**config.mk**
```make
export PLATFORM = sky130hd
export DESIGN_NAME = tagged_packet_queue_policy_core
export DESIGN_NICKNAME = d
export VERILOG_FILES = /design/src/rtl/tpq_pkg.sv /design/src/rtl/tpq_mem.sv /design/src/rtl/tpq_outreg.sv /design/src/rtl/tagged_packet_queue_policy_core.sv
export VERILOG_INCLUDE_DIRS = /design/src /design/src/rtl
export SDC_FILE = /design/constraint.sdc
export NUM_CORES = 1
export LEC_CHECK = 0
export ABC_CLOCK_PERIOD_IN_PS = 10300
export BUFFER_PORTS_ARGS = -buffer_cell sky130_fd_sc_hd__buf_4
export CAP_MARGIN = 20
export CORE_MARGIN = 2
export CORE_UTILIZATION = 65
export CTS_CLUSTER_SIZE = 24
export DETAILED_ROUTE_END_ITERATION = 8
export HOLD_SLACK_MARGIN = 0.12
export PLACE_DENSITY = 0.82
export SLEW_MARGIN = 20
export SYNTH_ARGS = -nofsm -noshare
export SYNTH_HDL_FRONTEND = slang
export SYNTH_SLANG_ARGS = --single-unit
export TNS_END_PERCENT = 5
```
**constraint.sdc**
```tcl
create_clock -name clk -period 10.3 [get_ports clk]
set_input_delay 1.03 -clock clk [delete_from_list [all_inputs] [get_ports clk]]
set_output_delay 1.03 -clock clk [all_outputs]
set_load 0.03 [all_outputs]
```
**src/rtl/tagged_packet_queue_policy_core_defines.svh**
```systemverilog
// Assertion macros for the tagged packet queue.
`ifndef TAGGED_PACKET_QUEUE_POLICY_CORE_DEFINES_SVH
`define TAGGED_PACKET_QUEUE_POLICY_CORE_DEFINES_SVH
`ifndef ASSERT_OFF
// Property must hold at every clock edge outside reset.
`define TPQ_ASSERT(label, ck, rs, p) \
  label: assert property (@(posedge ck) disable iff (rs) p) \
    else $error("tpq assertion failed");
// Expression must never be true outside reset.
`define TPQ_ASSERT_NEVER(label, ck, rs, e) \
  label: assert property (@(posedge ck) disable iff (rs) !(e)) \
    else $error("tpq forbidden condition");
`else
`define TPQ_ASSERT(label, ck, rs, p)
`define TPQ_ASSERT_NEVER(label, ck, rs, e)
`endif
`endif

```
**src/rtl/tpq_pkg.sv**
```systemverilog
`default_nettype none
package tpq_pkg;

  localparam int QUEUE_DEPTH_DEF = 16;
  localparam int HANDLE_BITS_DEF = 16;

  localparam int MODE_W   = 3;
  localparam int HANDLE_W = 16;
  localparam int POS_W    = 4;
  localparam int STAT_W   = 3;
  localparam int OCC_W    = 5;
  localparam int FLAG_W   = 3;
  localparam int S_TDATA_W = 24;
  localparam int M_TDATA_W = 32;

  // flag bits of a stored entry
  localparam int FL_NEIGH = 0;
  localparam int FL_HEAD  = 1;
  localparam int FL_ANN   = 2;

  localparam logic [MODE_W-1:0] MODE_ENQ     = 3'd0;
  localparam logic [MODE_W-1:0] MODE_ANN     = 3'd1;
  localparam logic [MODE_W-1:0] MODE_DEQ     = 3'd2;
  localparam logic [MODE_W-1:0] MODE_REM_POS = 3'd3;
  localparam logic [MODE_W-1:0] MODE_REM_H   = 3'd4;

  localparam logic [STAT_W-1:0] ST_OK     = 3'd0;
  localparam logic [STAT_W-1:0] ST_EMPTY  = 3'd1;
  localparam logic [STAT_W-1:0] ST_FULL   = 3'd2;
  localparam logic [STAT_W-1:0] ST_DUP    = 3'd3;
  localparam logic [STAT_W-1:0] ST_BADPOS = 3'd4;

  localparam logic KIND_FREED = 1'b0;
  localparam logic KIND_FINAL = 1'b1;

  typedef struct packed {
    logic                kind;
    logic [HANDLE_W-1:0] handle;
    logic [STAT_W-1:0]   status;
    logic                back;
    logic [OCC_W-1:0]    occ;
    logic                last;
  } tpq_res_t;

endpackage
`default_nettype wire

```
**src/rtl/tpq_mem.sv**
```systemverilog
`default_nettype none
module tpq_mem #(
  parameter int DEPTH = 16,
  parameter int WIDTH = 19
) (
  input  wire logic                     clk,
  input  wire logic                     we,
  input  wire logic [$clog2(DEPTH)-1:0] waddr,
  input  wire logic [WIDTH-1:0]         wdata,
  input  wire logic [$clog2(DEPTH)-1:0] raddr,
  output logic      [WIDTH-1:0]         rdata
);

  logic [WIDTH-1:0] mem [DEPTH];

  always_ff @(posedge clk) begin
    if (we) begin
      mem[waddr] <= wdata;
    end
    rdata <= mem[raddr];
  end

endmodule
`default_nettype wire

```
**src/rtl/tpq_outreg.sv**
```systemverilog
`default_nettype none
module tpq_outreg
  import tpq_pkg::*;
(
  input  wire logic                 clk,
  input  wire logic                 rst,
  input  wire logic                 load,
  input  wire tpq_res_t             res_in,
  output logic                      free,
  output logic                      m_tvalid,
  input  wire logic                 m_tready,
  output logic [M_TDATA_W-1:0]      m_tdata,  // handle, status, placed_at_back, occupancy
  output logic [0:0]                m_tuser,  // kind
  output logic                      m_tlast
);

  logic     valid;
  tpq_res_t res;

  assign free = !valid || m_tready;

  always_ff @(posedge clk) begin
    if (rst) begin
      valid <= 1'b0;
    end else if (load) begin
      valid <= 1'b1;
    end else if (m_tready) begin
      valid <= 1'b0;
    end
  end

  always_ff @(posedge clk) begin
    if (load) begin
      res <= res_in;
    end
  end

  assign m_tvalid = valid;
  assign m_tdata  = M_TDATA_W'({res.occ, res.back, res.status, res.handle});
  assign m_tuser  = res.kind;
  assign m_tlast  = res.last;

endmodule
`default_nettype wire

```
**src/rtl/tagged_packet_queue_policy_core.sv**
```systemverilog
// Sequence: an append passes the shift-prepare, insert and final states;
//   a neighbour header enqueue makes a count, a compaction and a shift pass.
// Passes read the entries one by one through the single read port of the
//   entry memory; a new item is taken only after the last operation ends.
// Reset: clears the entry count and the output register; the entry memory
//   is not cleared and needs no clearing pass.
`default_nettype none
`include "tagged_packet_queue_policy_core_defines.svh"
module tagged_packet_queue_policy_core
  import tpq_pkg::*;
#(
  parameter int QUEUE_DEPTH = QUEUE_DEPTH_DEF,
  parameter int HANDLE_BITS = HANDLE_BITS_DEF
) (
  input  wire logic                 clk,
  input  wire logic                 rst,
  input  wire logic                 s_tvalid,
  output logic                      s_tready,
  input  wire logic [S_TDATA_W-1:0] s_tdata,  // packet_handle, is_neighbour, is_header,
                                              // is_announce, position
  input  wire logic [MODE_W-1:0]    s_tuser,  // mode
  output logic                      m_tvalid,
  input  wire logic                 m_tready,
  output logic [M_TDATA_W-1:0]      m_tdata,  // handle, status, placed_at_back, occupancy
  output logic [0:0]                m_tuser,  // kind
  output logic                      m_tlast
);

  localparam int IW   = $clog2(QUEUE_DEPTH);
  localparam int CW   = $clog2(QUEUE_DEPTH + 1);
  localparam int EW   = FLAG_W + HANDLE_BITS;
  localparam int CMPW = (CW > POS_W) ? CW : POS_W;

  // sequencer states
  localparam logic [2:0] S_IDLE   = 3'd0;
  localparam logic [2:0] S_FWD    = 3'd1;  // forward pass over the entries
  localparam logic [2:0] S_POST   = 3'd2;  // decide after a forward pass
  localparam logic [2:0] S_SHPREP = 3'd3;
  localparam logic [2:0] S_SHIFT  = 3'd4;  // move entries up by one, top down
  localparam logic [2:0] S_INS    = 3'd5;
  localparam logic [2:0] S_FREED  = 3'd6;
  localparam logic [2:0] S_FIN    = 3'd7;

  // forward pass kinds
  localparam logic [2:0] P_CNT_HDR = 3'd0;  // count what a neighbour header erases
  localparam logic [2:0] P_CMP_HDR = 3'd1;  // erase for a neighbour header
  localparam logic [2:0] P_FRAG    = 3'd2;  // find slot of a neighbour fragment
  localparam logic [2:0] P_ANN     = 3'd3;  // duplicate and first header search
  localparam logic [2:0] P_CMP_IDX = 3'd4;  // erase one index
  localparam logic [2:0] P_CMP_H   = 3'd5;  // erase by handle

  logic [2:0]             state;
  logic [2:0]             pass;
  logic [HANDLE_BITS-1:0] h_r;
  logic [FLAG_W-1:0]      fl_r;
  logic [IW-1:0]          tgt;
  logic [IW-1:0]          idx;
  logic [CW-1:0]          w;
  logic [CW-1:0]          cnt;
  logic [CW-1:0]          ecnt;
  logic                   found;
  logic                   allowed;
  logic                   have;
  logic [IW-1:0]          lastn;
  logic                   dup;
  logic                   hfound;
  logic [IW-1:0]          fh;
  logic                   back;
  logic [STAT_W-1:0]      fin_status;
  logic [HANDLE_W-1:0]    fin_handle;
  logic [OCC_W-1:0]       emit_occ;
  logic                   emit_en;

  // memory port
  logic                   we;
  logic [IW-1:0]          wa;
  logic [IW-1:0]          ra;
  logic [EW-1:0]          wd;
  logic [EW-1:0]          rdata;

  // output stage
  logic                   ofree;
  logic                   oload;
  tpq_res_t               ores;

  // unpacked input item
  logic [MODE_W-1:0]      in_mode;
  logic [HANDLE_BITS-1:0] in_h;
  logic                   in_neigh;
  logic                   in_head;
  logic                   in_ann;
  logic [POS_W-1:0]       in_pos;
  logic                   accept;
  logic                   full;

  // current entry of a forward pass
  logic [HANDLE_BITS-1:0] e_h;
  logic [FLAG_W-1:0]      e_f;
  logic                   erase;
  logic                   is_cmp;
  logic                   emit_now;
  logic                   proceed;
  logic                   last_e;
  logic                   allowed_n;

  assign in_mode  = s_tuser;
  assign in_h     = HANDLE_BITS'(s_tdata[HANDLE_W-1:0]);
  assign in_neigh = s_tdata[16];
  assign in_head  = s_tdata[17];
  assign in_ann   = s_tdata[18];
  assign in_pos   = s_tdata[22:19];

  assign s_tready = (state == S_IDLE);
  assign accept   = s_tvalid && s_tready;
  assign full     = (cnt == CW'(QUEUE_DEPTH));

  assign e_h = rdata[HANDLE_BITS-1:0];
  assign e_f = rdata[EW-1:HANDLE_BITS];

  always_comb begin
    case (pass)
      P_CNT_HDR, P_CMP_HDR: erase = e_f[FL_NEIGH] && (found || e_f[FL_HEAD]);
      P_CMP_IDX:            erase = (idx == tgt);
      P_CMP_H:              erase = (e_h == h_r);
      default:              erase = 1'b0;
    endcase
  end

  assign is_cmp    = (pass == P_CMP_HDR) || (pass == P_CMP_IDX) || (pass == P_CMP_H);
  assign emit_now  = is_cmp && erase && emit_en;
  // stall the pass while a freed item cannot enter the output register
  assign proceed   = !emit_now || ofree;
  assign last_e    = (CW'(idx) == cnt - CW'(1));
  assign allowed_n = allowed || (e_f[FL_NEIGH] && e_f[FL_HEAD]);

  // read address: re-read the held entry on a stall so rdata stays put
  always_comb begin
    ra = '0;
    case (state)
      S_FWD:    ra = (proceed && !last_e) ? idx + IW'(1) : idx;
      S_SHPREP: ra = IW'(cnt - CW'(1));
      S_SHIFT:  ra = idx - IW'(1);
      default:  ra = '0;
    endcase
  end

  // write port: compaction keeps, shifts and the final insert
  always_comb begin
    we = 1'b0;
    wa = '0;
    wd = rdata;
    case (state)
      S_FWD: begin
        if (proceed && is_cmp && !erase) begin
          we = 1'b1;
          wa = IW'(w);
        end
      end
      S_SHIFT: begin
        we = 1'b1;
        wa = idx + IW'(1);
      end
      S_INS: begin
        we = 1'b1;
        wa = tgt;
        wd = {fl_r, h_r};
      end
      default: we = 1'b0;
    endcase
  end

  // result toward the output register
  always_comb begin
    oload       = 1'b0;
    ores.kind   = KIND_FREED;
    ores.handle = HANDLE_W'(e_h);
    ores.status = ST_OK;
    ores.back   = 1'b0;
    ores.occ    = emit_occ;
    ores.last   = 1'b0;
    case (state)
      S_FWD: oload = emit_now && ofree;
      S_FREED: begin
        oload       = ofree;
        ores.handle = HANDLE_W'(h_r);
        ores.occ    = OCC_W'(cnt);
      end
      S_FIN: begin
        oload       = ofree;
        ores.kind   = KIND_FINAL;
        ores.handle = fin_handle;
        ores.status = fin_status;
        ores.back   = back;
        ores.occ    = OCC_W'(cnt);
        ores.last   = 1'b1;
      end
      default: oload = 1'b0;
    endcase
  end

  // sequencer
  always_ff @(posedge clk) begin
    if (rst) begin
      state <= S_IDLE;
      cnt   <= '0;
    end else begin
      unique case (state)
        S_IDLE: begin
          if (accept) begin
            h_r        <= in_h;
            fl_r       <= {in_ann, in_head, in_neigh};
            fin_handle <= '0;
            fin_status <= ST_OK;
            back       <= 1'b0;
            emit_en    <= 1'b0;
            found      <= 1'b0;
            ecnt       <= '0;
            w          <= '0;
            idx        <= '0;
            allowed    <= 1'b0;
            have       <= 1'b0;
            dup        <= 1'b0;
            hfound     <= 1'b0;
            tgt        <= '0;
            unique case (in_mode)
              MODE_ENQ: begin
                if (full) begin
                  fin_status <= ST_FULL;
                  state      <= S_FIN;
                end else if (!in_neigh || cnt == '0) begin
                  // mission packet, or nothing to scan: append
                  tgt   <= IW'(cnt);
                  back  <= !in_neigh || in_head;
                  state <= S_SHPREP;
                end else begin
                  pass  <= in_head ? P_CNT_HDR : P_FRAG;
                  state <= S_FWD;
                end
              end
              MODE_ANN: begin
                fl_r[FL_ANN] <= 1'b1;
                if (cnt == '0) begin
                  state <= S_SHPREP;
                end else begin
                  pass  <= P_ANN;
                  state <= S_FWD;
                end
              end
              MODE_DEQ: begin
                if (cnt == '0) begin
                  fin_status <= ST_EMPTY;
                  state      <= S_FIN;
                end else begin
                  pass  <= P_CMP_IDX;
                  state <= S_FWD;
                end
              end
              MODE_REM_POS: begin
                if (CMPW'(in_pos) >= CMPW'(cnt)) begin
                  fin_status <= ST_BADPOS;
                  state      <= S_FIN;
                end else begin
                  tgt      <= IW'(in_pos);
                  pass     <= P_CMP_IDX;
                  emit_en  <= 1'b1;
                  emit_occ <= OCC_W'(cnt - CW'(1));
                  state    <= S_FWD;
                end
              end
              MODE_REM_H: begin
                if (cnt == '0) begin
                  state <= S_FREED;
                end else begin
                  pass  <= P_CMP_H;
                  state <= S_FWD;
                end
              end
              default: state <= S_FIN;
            endcase
          end
        end

        S_FWD: begin
          if (proceed) begin
            if ((pass == P_CNT_HDR || pass == P_CMP_HDR) && erase && !found) begin
              found <= 1'b1;
              if (pass == P_CMP_HDR) begin
                tgt <= IW'(w);
              end
            end
            if (pass == P_CNT_HDR && erase) begin
              ecnt <= ecnt + CW'(1);
            end
            if (is_cmp && !erase) begin
              w <= w + CW'(1);
            end
            if (pass == P_CMP_IDX && erase && !emit_en) begin
              fin_handle <= HANDLE_W'(e_h);
            end
            if (pass == P_FRAG) begin
              allowed <= allowed_n;
              if (e_f[FL_NEIGH] && allowed_n) begin
                have  <= 1'b1;
                lastn <= idx;
              end
            end
            if (pass == P_ANN) begin
              if (e_f[FL_ANN]) begin
                dup <= 1'b1;
              end
              if (e_f[FL_HEAD] && !hfound) begin
                hfound <= 1'b1;
                fh     <= idx;
              end
            end
            if (last_e) begin
              state <= S_POST;
            end else begin
              idx <= idx + IW'(1);
            end
          end
        end

        S_POST: begin
          case (pass)
            P_CNT_HDR: begin
              // freed items report the count after the new header goes in
              emit_occ <= OCC_W'(cnt - ecnt + CW'(1));
              emit_en  <= 1'b1;
              found    <= 1'b0;
              w        <= '0;
              idx      <= '0;
              pass     <= P_CMP_HDR;
              state    <= S_FWD;
            end
            P_CMP_HDR: begin
              cnt <= w;
              if (!found) begin
                tgt  <= IW'(w);
                back <= 1'b1;
              end
              state <= S_SHPREP;
            end
            P_FRAG: begin
              tgt   <= have ? lastn + IW'(1) : '0;
              state <= S_SHPREP;
            end
            P_ANN: begin
              if (dup) begin
                fin_status <= ST_DUP;
                state      <= S_FREED;
              end else if (full) begin
                fin_status <= ST_FULL;
                state      <= S_FIN;
              end else begin
                tgt   <= hfound ? fh : IW'(cnt);
                back  <= !hfound;
                state <= S_SHPREP;
              end
            end
            P_CMP_H: begin
              cnt   <= w;
              state <= S_FREED;
            end
            default: begin
              cnt   <= w;
              state <= S_FIN;
            end
          endcase
        end

        S_SHPREP: begin
          if (CW'(tgt) == cnt) begin
            state <= S_INS;
          end else begin
            idx   <= IW'(cnt - CW'(1));
            state <= S_SHIFT;
          end
        end

        S_SHIFT: begin
          if (idx == tgt) begin
            state <= S_INS;
          end else begin
            idx <= idx - IW'(1);
          end
        end

        S_INS: begin
          cnt   <= cnt + CW'(1);
          state <= S_FIN;
        end

        S_FREED: begin
          if (ofree) begin
            state <= S_FIN;
          end
        end

        S_FIN: begin
          if (ofree) begin
            state <= S_IDLE;
          end
        end

        default: state <= S_IDLE;
      endcase
    end
  end

  tpq_mem #(
    .DEPTH (QUEUE_DEPTH),
    .WIDTH (EW)
  ) u_mem (
    .clk   (clk),
    .we    (we),
    .waddr (wa),
    .wdata (wd),
    .raddr (ra),
    .rdata (rdata)
  );

  tpq_outreg u_out (
    .clk      (clk),
    .rst      (rst),
    .load     (oload),
    .res_in   (ores),
    .free     (ofree),
    .m_tvalid (m_tvalid),
    .m_tready (m_tready),
    .m_tdata  (m_tdata),
    .m_tuser  (m_tuser),
    .m_tlast  (m_tlast)
  );

  `TPQ_ASSERT(a_cnt_range, clk, rst, cnt <= CW'(QUEUE_DEPTH))
  `TPQ_ASSERT(a_busy_after_accept, clk, rst, s_tvalid && s_tready |=> state != S_IDLE)
  `TPQ_ASSERT(a_cnt_hold_idle, clk, rst, state == S_IDLE && !s_tvalid |=> $stable(cnt))
  `TPQ_ASSERT_NEVER(a_last_is_final, clk, rst, m_tvalid && m_tlast && m_tuser[0] == KIND_FREED)

endmodule
`default_nettype wire
```
# Word level (Yosys, flattened, before mapping)
# Memories as Yosys holds them, arrays and structs flattened. A register that Yosys moved wholly into a read port is not among the register bits.
# Index checks and enable logic that the tools add are counted.
[word_totals]
register_bits = 114
latch_bits = 0
ram_bits = 304
rom_bits = 0
input_bits = 31
output_inout_bits = 36
word_cells = 296
n_memories = 1
[op_classes]
addsub = 9
mul = 0
div = 0
n_lt_le_gt_ge = 1
eq_ne = 58
n_shift = 0
mux = 129
bitwise = 1
reduce_logical = 69
[mem_list]
columns = ["name", "words", "width", "rd", "rd_ports_with_merged_regs", "wr", "line", "text"]
rows = [
  ["u_mem.mem", 16, 19, 1, 1, 1, "tpq_mem.sv:14", "logic [WIDTH-1:0] mem [DEPTH];"],
]
[ops]
columns = ["op", "count"]
rows = [
  ["$mux 4", 20],
  ["$mux 3", 25],
  ["$pmux 16 s2", 2],
  ["$mux 5", 12],
  ["$mux 16", 3],
  ["$pmux 4 s3", 4],
  ["$ne 2x2->1 const B", 21],
  ["$reduce_and 6->1", 7],
  ["$mux 1", 34],
  ["$ne 3x3->1 const B", 11],
  ["$pmux 3 s5", 2],
  ["$pmux 5 s2", 3],
  ["$reduce_and 5->1", 6],
  ["$pmux 3 s8", 1],
  ["$eq 3x3->1 const B", 7],
  ["$add 5x1->5 const B", 4],
  ["$pmux 4 s5", 1],
  ["$mux 19", 1],
  ["$eq 3x2->1 const B", 6],
  ["$pmux 1 s2", 9],
  ["$logic_and 1x1->1", 17],
  ["$eq 16x16->1", 1],
  ["$pmux 5 s3", 1],
  ["$pmux 3 s2", 2],
  ["other kinds (34)", 67],
]

# Longest topological paths before layout
[depth]
ltp_word = 13
ltp_mapped = 15
mapped_depth_nobuf = 12

# Cells and area by module
# From an unflattened synthesis, not the netlist that was laid out.
[hier_totals]
hier_cells = 1157
hier_area_um2 = 18630.4
[modules_own_cells]
columns = ["module", "n_inst", "cells_each", "area_per_inst_um2", "seq_area_each_um2"]
rows = [
  ["tpq_mem", 1, 507, 11846.4, 9509.1],
  ["tagged_packet_queue_policy_core", 1, 611, 5870.6, 2532.4],
  ["tpq_outreg", 1, 39, 913.4, 830.8],
]

# Least setup slack after synthesis
# Ideal clock, no wire load.
[synth_timing]
path_kind = "input port to flip-flop"
startpoint = "in m_tready"
endpoint = "reg fin_handle[0] (enable)"
setup_ns = 0.394
t_arrival_ns = 3.102
t_required_ns = 9.906
slack_ns = 6.803
cell_stages = 7
n_path_buf = 1
cell_sequence = "nand2b_1 > nor2_1 > a22o_2 > a211o_1 > or3_1 > clkbuf_1 > a21oi_1"
[synth_between]
elab_chain_cells = 4
[synth_lines]
columns = ["item", "line", "text"]
rows = [
  ["from (decl)", "tagged_packet_queue_policy_core.sv:23", "input wire logic m_tready,"],
  ["$logic_or 1x1->1", "tpq_outreg.sv:20", "assign free = !valid || m_tready;"],
  ["$logic_or 1x1->1", "tagged_packet_queue_policy_core.sv:132", "assign proceed = !emit_now || ofree;"],
  ["$ne 2x2->1 (no line)", "n/a", ""],
  ["$reduce_and 5->1 (no line)", "n/a", ""],
  ["to (signal assigned)", "tagged_packet_queue_policy_core.sv:298", "fin_handle <= HANDLE_W'(e_h);"],
  ["to (decl)", "tagged_packet_queue_policy_core.sv:70", "logic [HANDLE_W-1:0] fin_handle;"],
]
# No other way between the ends.
# A chain may end at the register's enable or synchronous reset.

# Worst setup path after layout
[layout_timing]
startpoint = "reg cnt[0]"
endpoint = "reg u_mem.rdata[1], read port of u_mem.mem"
[layout_between]
elab_chain_cells = 6
[layout_lines]
columns = ["item", "line", "text"]
rows = [
  ["from (decl)", "tagged_packet_queue_policy_core.sv:59", "logic [CW-1:0] cnt;"],
  ["from (signal assigned)", "tagged_packet_queue_policy_core.sv:337", "cnt <= w;"],
  ["from (signal assigned)", "tagged_packet_queue_policy_core.sv:362", "cnt <= w;"],
  ["from (signal assigned)", "tagged_packet_queue_policy_core.sv:366", "cnt <= w;"],
  ["$sub 5x1->5 *", "tagged_packet_queue_policy_core.sv:141", "S_SHPREP: ra = IW'(cnt - CW'(1));"],
  ["$eq 4x5->1", "tagged_packet_queue_policy_core.sv:133", "assign last_e = (CW'(idx) == cnt - CW'(1));"],
  ["$logic_not 1->1", "tagged_packet_queue_policy_core.sv:140", "S_FWD: ra = (proceed && !last_e) ? idx + IW'(1) : idx;"],
  ["$logic_and 1x1->1", "tagged_packet_queue_policy_core.sv:140", ""],
  ["$mux 4", "tagged_packet_queue_policy_core.sv:140", ""],
  ["$pmux 4 s3 *", "tagged_packet_queue_policy_core.sv:139", "case (state)"],
  ["to (decl)", "tpq_mem.sv:11", "output logic [WIDTH-1:0] rdata"],
]
# Every way passes the cells marked *; elsewhere a longest branch is shown, timed or not.

==> flow_summary.ini <==
[floorplanning]
dieHeight_um = 175
die_w_um = 175
core_um2 = 28900
die_area_um2 = 30800
initial_utilization = 0.662
row_count = 62
io_pins = 67

[setup_path]
worstPathArrival_ps = 5460
end_kind = flop
critPathKind = reg -> reg
cp_max_fo = 89
start_kind = flop
cp.required_ps = 10780

[timing]
fin_crit_sh = 0.484
fin_crit_ps = 4990
worstMarginPinSlew_ps = 1090
rsz0062_at_grt = false
hold_viol = 0
tns_ps = 0
skew_ps = 13.9
finalSetupViolations = 0
drv_slew = 0
slew_headroom = 0.274
max_freq_mhz = 200
fin_hold_ws_ps = 520

[synthesis]
async_reset_ff_frac = 0
yosys-top-cells-area = edfxtp_1 64%, mux2i_1 7.1%, mux2_2 3.5%
ys_seq_elements = 437
synth_top_area_cell = edfxtp_1
synthesis.area_um2 = 19100
avgSynthCellArea_um2 = 14.5
synthFlopType = edfxtp_1
seq_area_frac_synth = 0.672
synth_edf_count = 409
ys_types = 75
yosys_warnings = 0
synth_top_area_frac = 0.642
synthCells = 1319

[place]
io_buffers = 58
dpl.hpwl_mm = 25.5
gp_congestion = 0.923

[clock_tree]
post_cts_buffers = 0
path_clk_slew_ps = 60
clk_latency_ps = 550
cts_buffers = 43
cts_num_sinks = 437
post_cts_resized = 0
htreeDepth = 2
hold_buffers = 0
cts_buffer_depth = 3
cts_root_buf = clkbuf_16
cts_tree = yes

[global_route]
antenna_found_initial = 0
grt_pass1_vias = 11300
grt_usage = 0.273
gr-total-overflow = 0
grt_pass1_wl_mm = 64.0
grt_max_degree = 90

[finish]
drive_gt1_frac = 0.175
diodes = 0
final_common_cell = edfxtp_1
fin_util = 0.737
final_cell_mix = 409 x edfxtp_1, 135 x mux2i_1, 101 x nor2_1
nets = 1420
area_growth_pct = 11.3

[pwr]
p_per_area_nw_per_um2 = 318
p_leak_uw = 0.00718
total_power_uw = 6770
vdd_drop_max_v = 0.000215

[route]
routed_wirelength_mm = 41.5
vias = 11400
antenna_left = 0
drt_iter0_drc = 1192
dr.pass1.iters = 5
viasPerCell = 6.36
drc = 0
routedWlPerCell_um = 23.2

[outcome]
status = finished clean

[flow_run]
drv_cap = 0

[hold_path]
hold_class = reg -> reg
==> area by class of cell <==
| cell class | count | area (um2) |
|---|---|---|
| clock buffers | 60 | 1180 |
| clock inverters | 18 | 191 |
| fillers | 1779 | 7590 |
| inverters | 27 | 101 |
| multi-input cells | 779 | 5840 |
| flip-flops and latches | 437 | 12800 |
| well taps | 384 | 480 |
| repair buffers | 82 | 631 |
==> worst max-delay path, cell delays in order (launching register included) <==
cell      delay, ps
dfxtp_1         720
inv_1           280
ha_1            330
nor3b_2         200
xnor2_1         370
and4_1          350
o21a_1          150
o21ai_1         180
nand2_4         450
buf_4           850
mux2i_1         170
a221oi_1        540
a221o_1         210
==> metrics by stage <==
step | worst slack, ps | std cells | area (um2)
floorplan | 6800 | 1325 | 19100
global placement | 5600 | 1707 | 19800
global route | 5090 | 1787 | 21300
detailed placement | 5530 | 1708 | 19900
finish | 5310 | 1787 | 21300
CTS | 5460 | 1786 | 21200
==> metal layers <==
layer | GRT usage | vias to the layer above | share of wire
li1 | - | 5136 | -
met1 | 0.397 | 5572 | 0.42
met2 | 0.431 | 588 | 0.47
met3 | 0.0420 | 75 | 0.093
met4 | 0.0826 | 0 | 0.022
met5 | 0 | - | 0
==> synth_stat cells (25+ instances only) <==
library cell,instances
a21oi_1,85
a221o_1,37
and2_1,25
clkbuf_1,31
dfxtp_1,28
edfxtp_1,409
inv_1,25
mux2_2,59
mux2i_1,135
nand2_1,50
nor2_1,118
o21ai_0,26
xnor2_1,35
==> sequential cells by signal, indices dropped and copies added, names as in the netlist, 3 cells and up <==
name,flops
u_out.m_tdata,25
fh,4
state,3
u_mem.rdata,19
tgt,4
fin_status,3
lastn,4
pass,3
h_r,16
u_mem.mem,304
emit_occ,5
w,5
cnt,5
fl_r,3
idx,4
ecnt,5
fin_handle,16
==> worst paths after layout <==
| kind | from | endpoint | slack [ps] | cells past startpoint |
|---|---|---|---|---|
| worst max register to register | cnt[0] | u_mem.rdata[1] | 5310 | 12 |
| worst min register to register | fin_status[0] | u_out.m_tdata[16] | 520 | 1 |
| worst max-delay path | cnt[0] | u_mem.rdata[1] | 5310 | 12 |
| worst min-delay path | fin_status[0] | u_out.m_tdata[16] | 520 | 1 |
==> kinds of logic after synthesis <==
group	share of synthesized area
other	0.000196
flip-flops	0.672
multiplexers	0.108
XOR/XNOR	0.0240
buffers and inverters	0.0283
adder cells (fa/ha/maj)	0.0128
AND/OR/NAND/NOR	0.0675
AO/OA/AOI/OAI	0.0870
==> report_power, final <==
part | internal (uW) | leakage [uW] | total [uW] | switching (uW)
Clock | 881 | 0.000673 | 1520 | 641
Sequential | 2480 | 0.00395 | 2700 | 214
Combinational | 954 | 0.00256 | 2550 | 1600
Total | 4320 | 0.00718 | 6770 | 2460
Power figures use the tool's default switching activity.
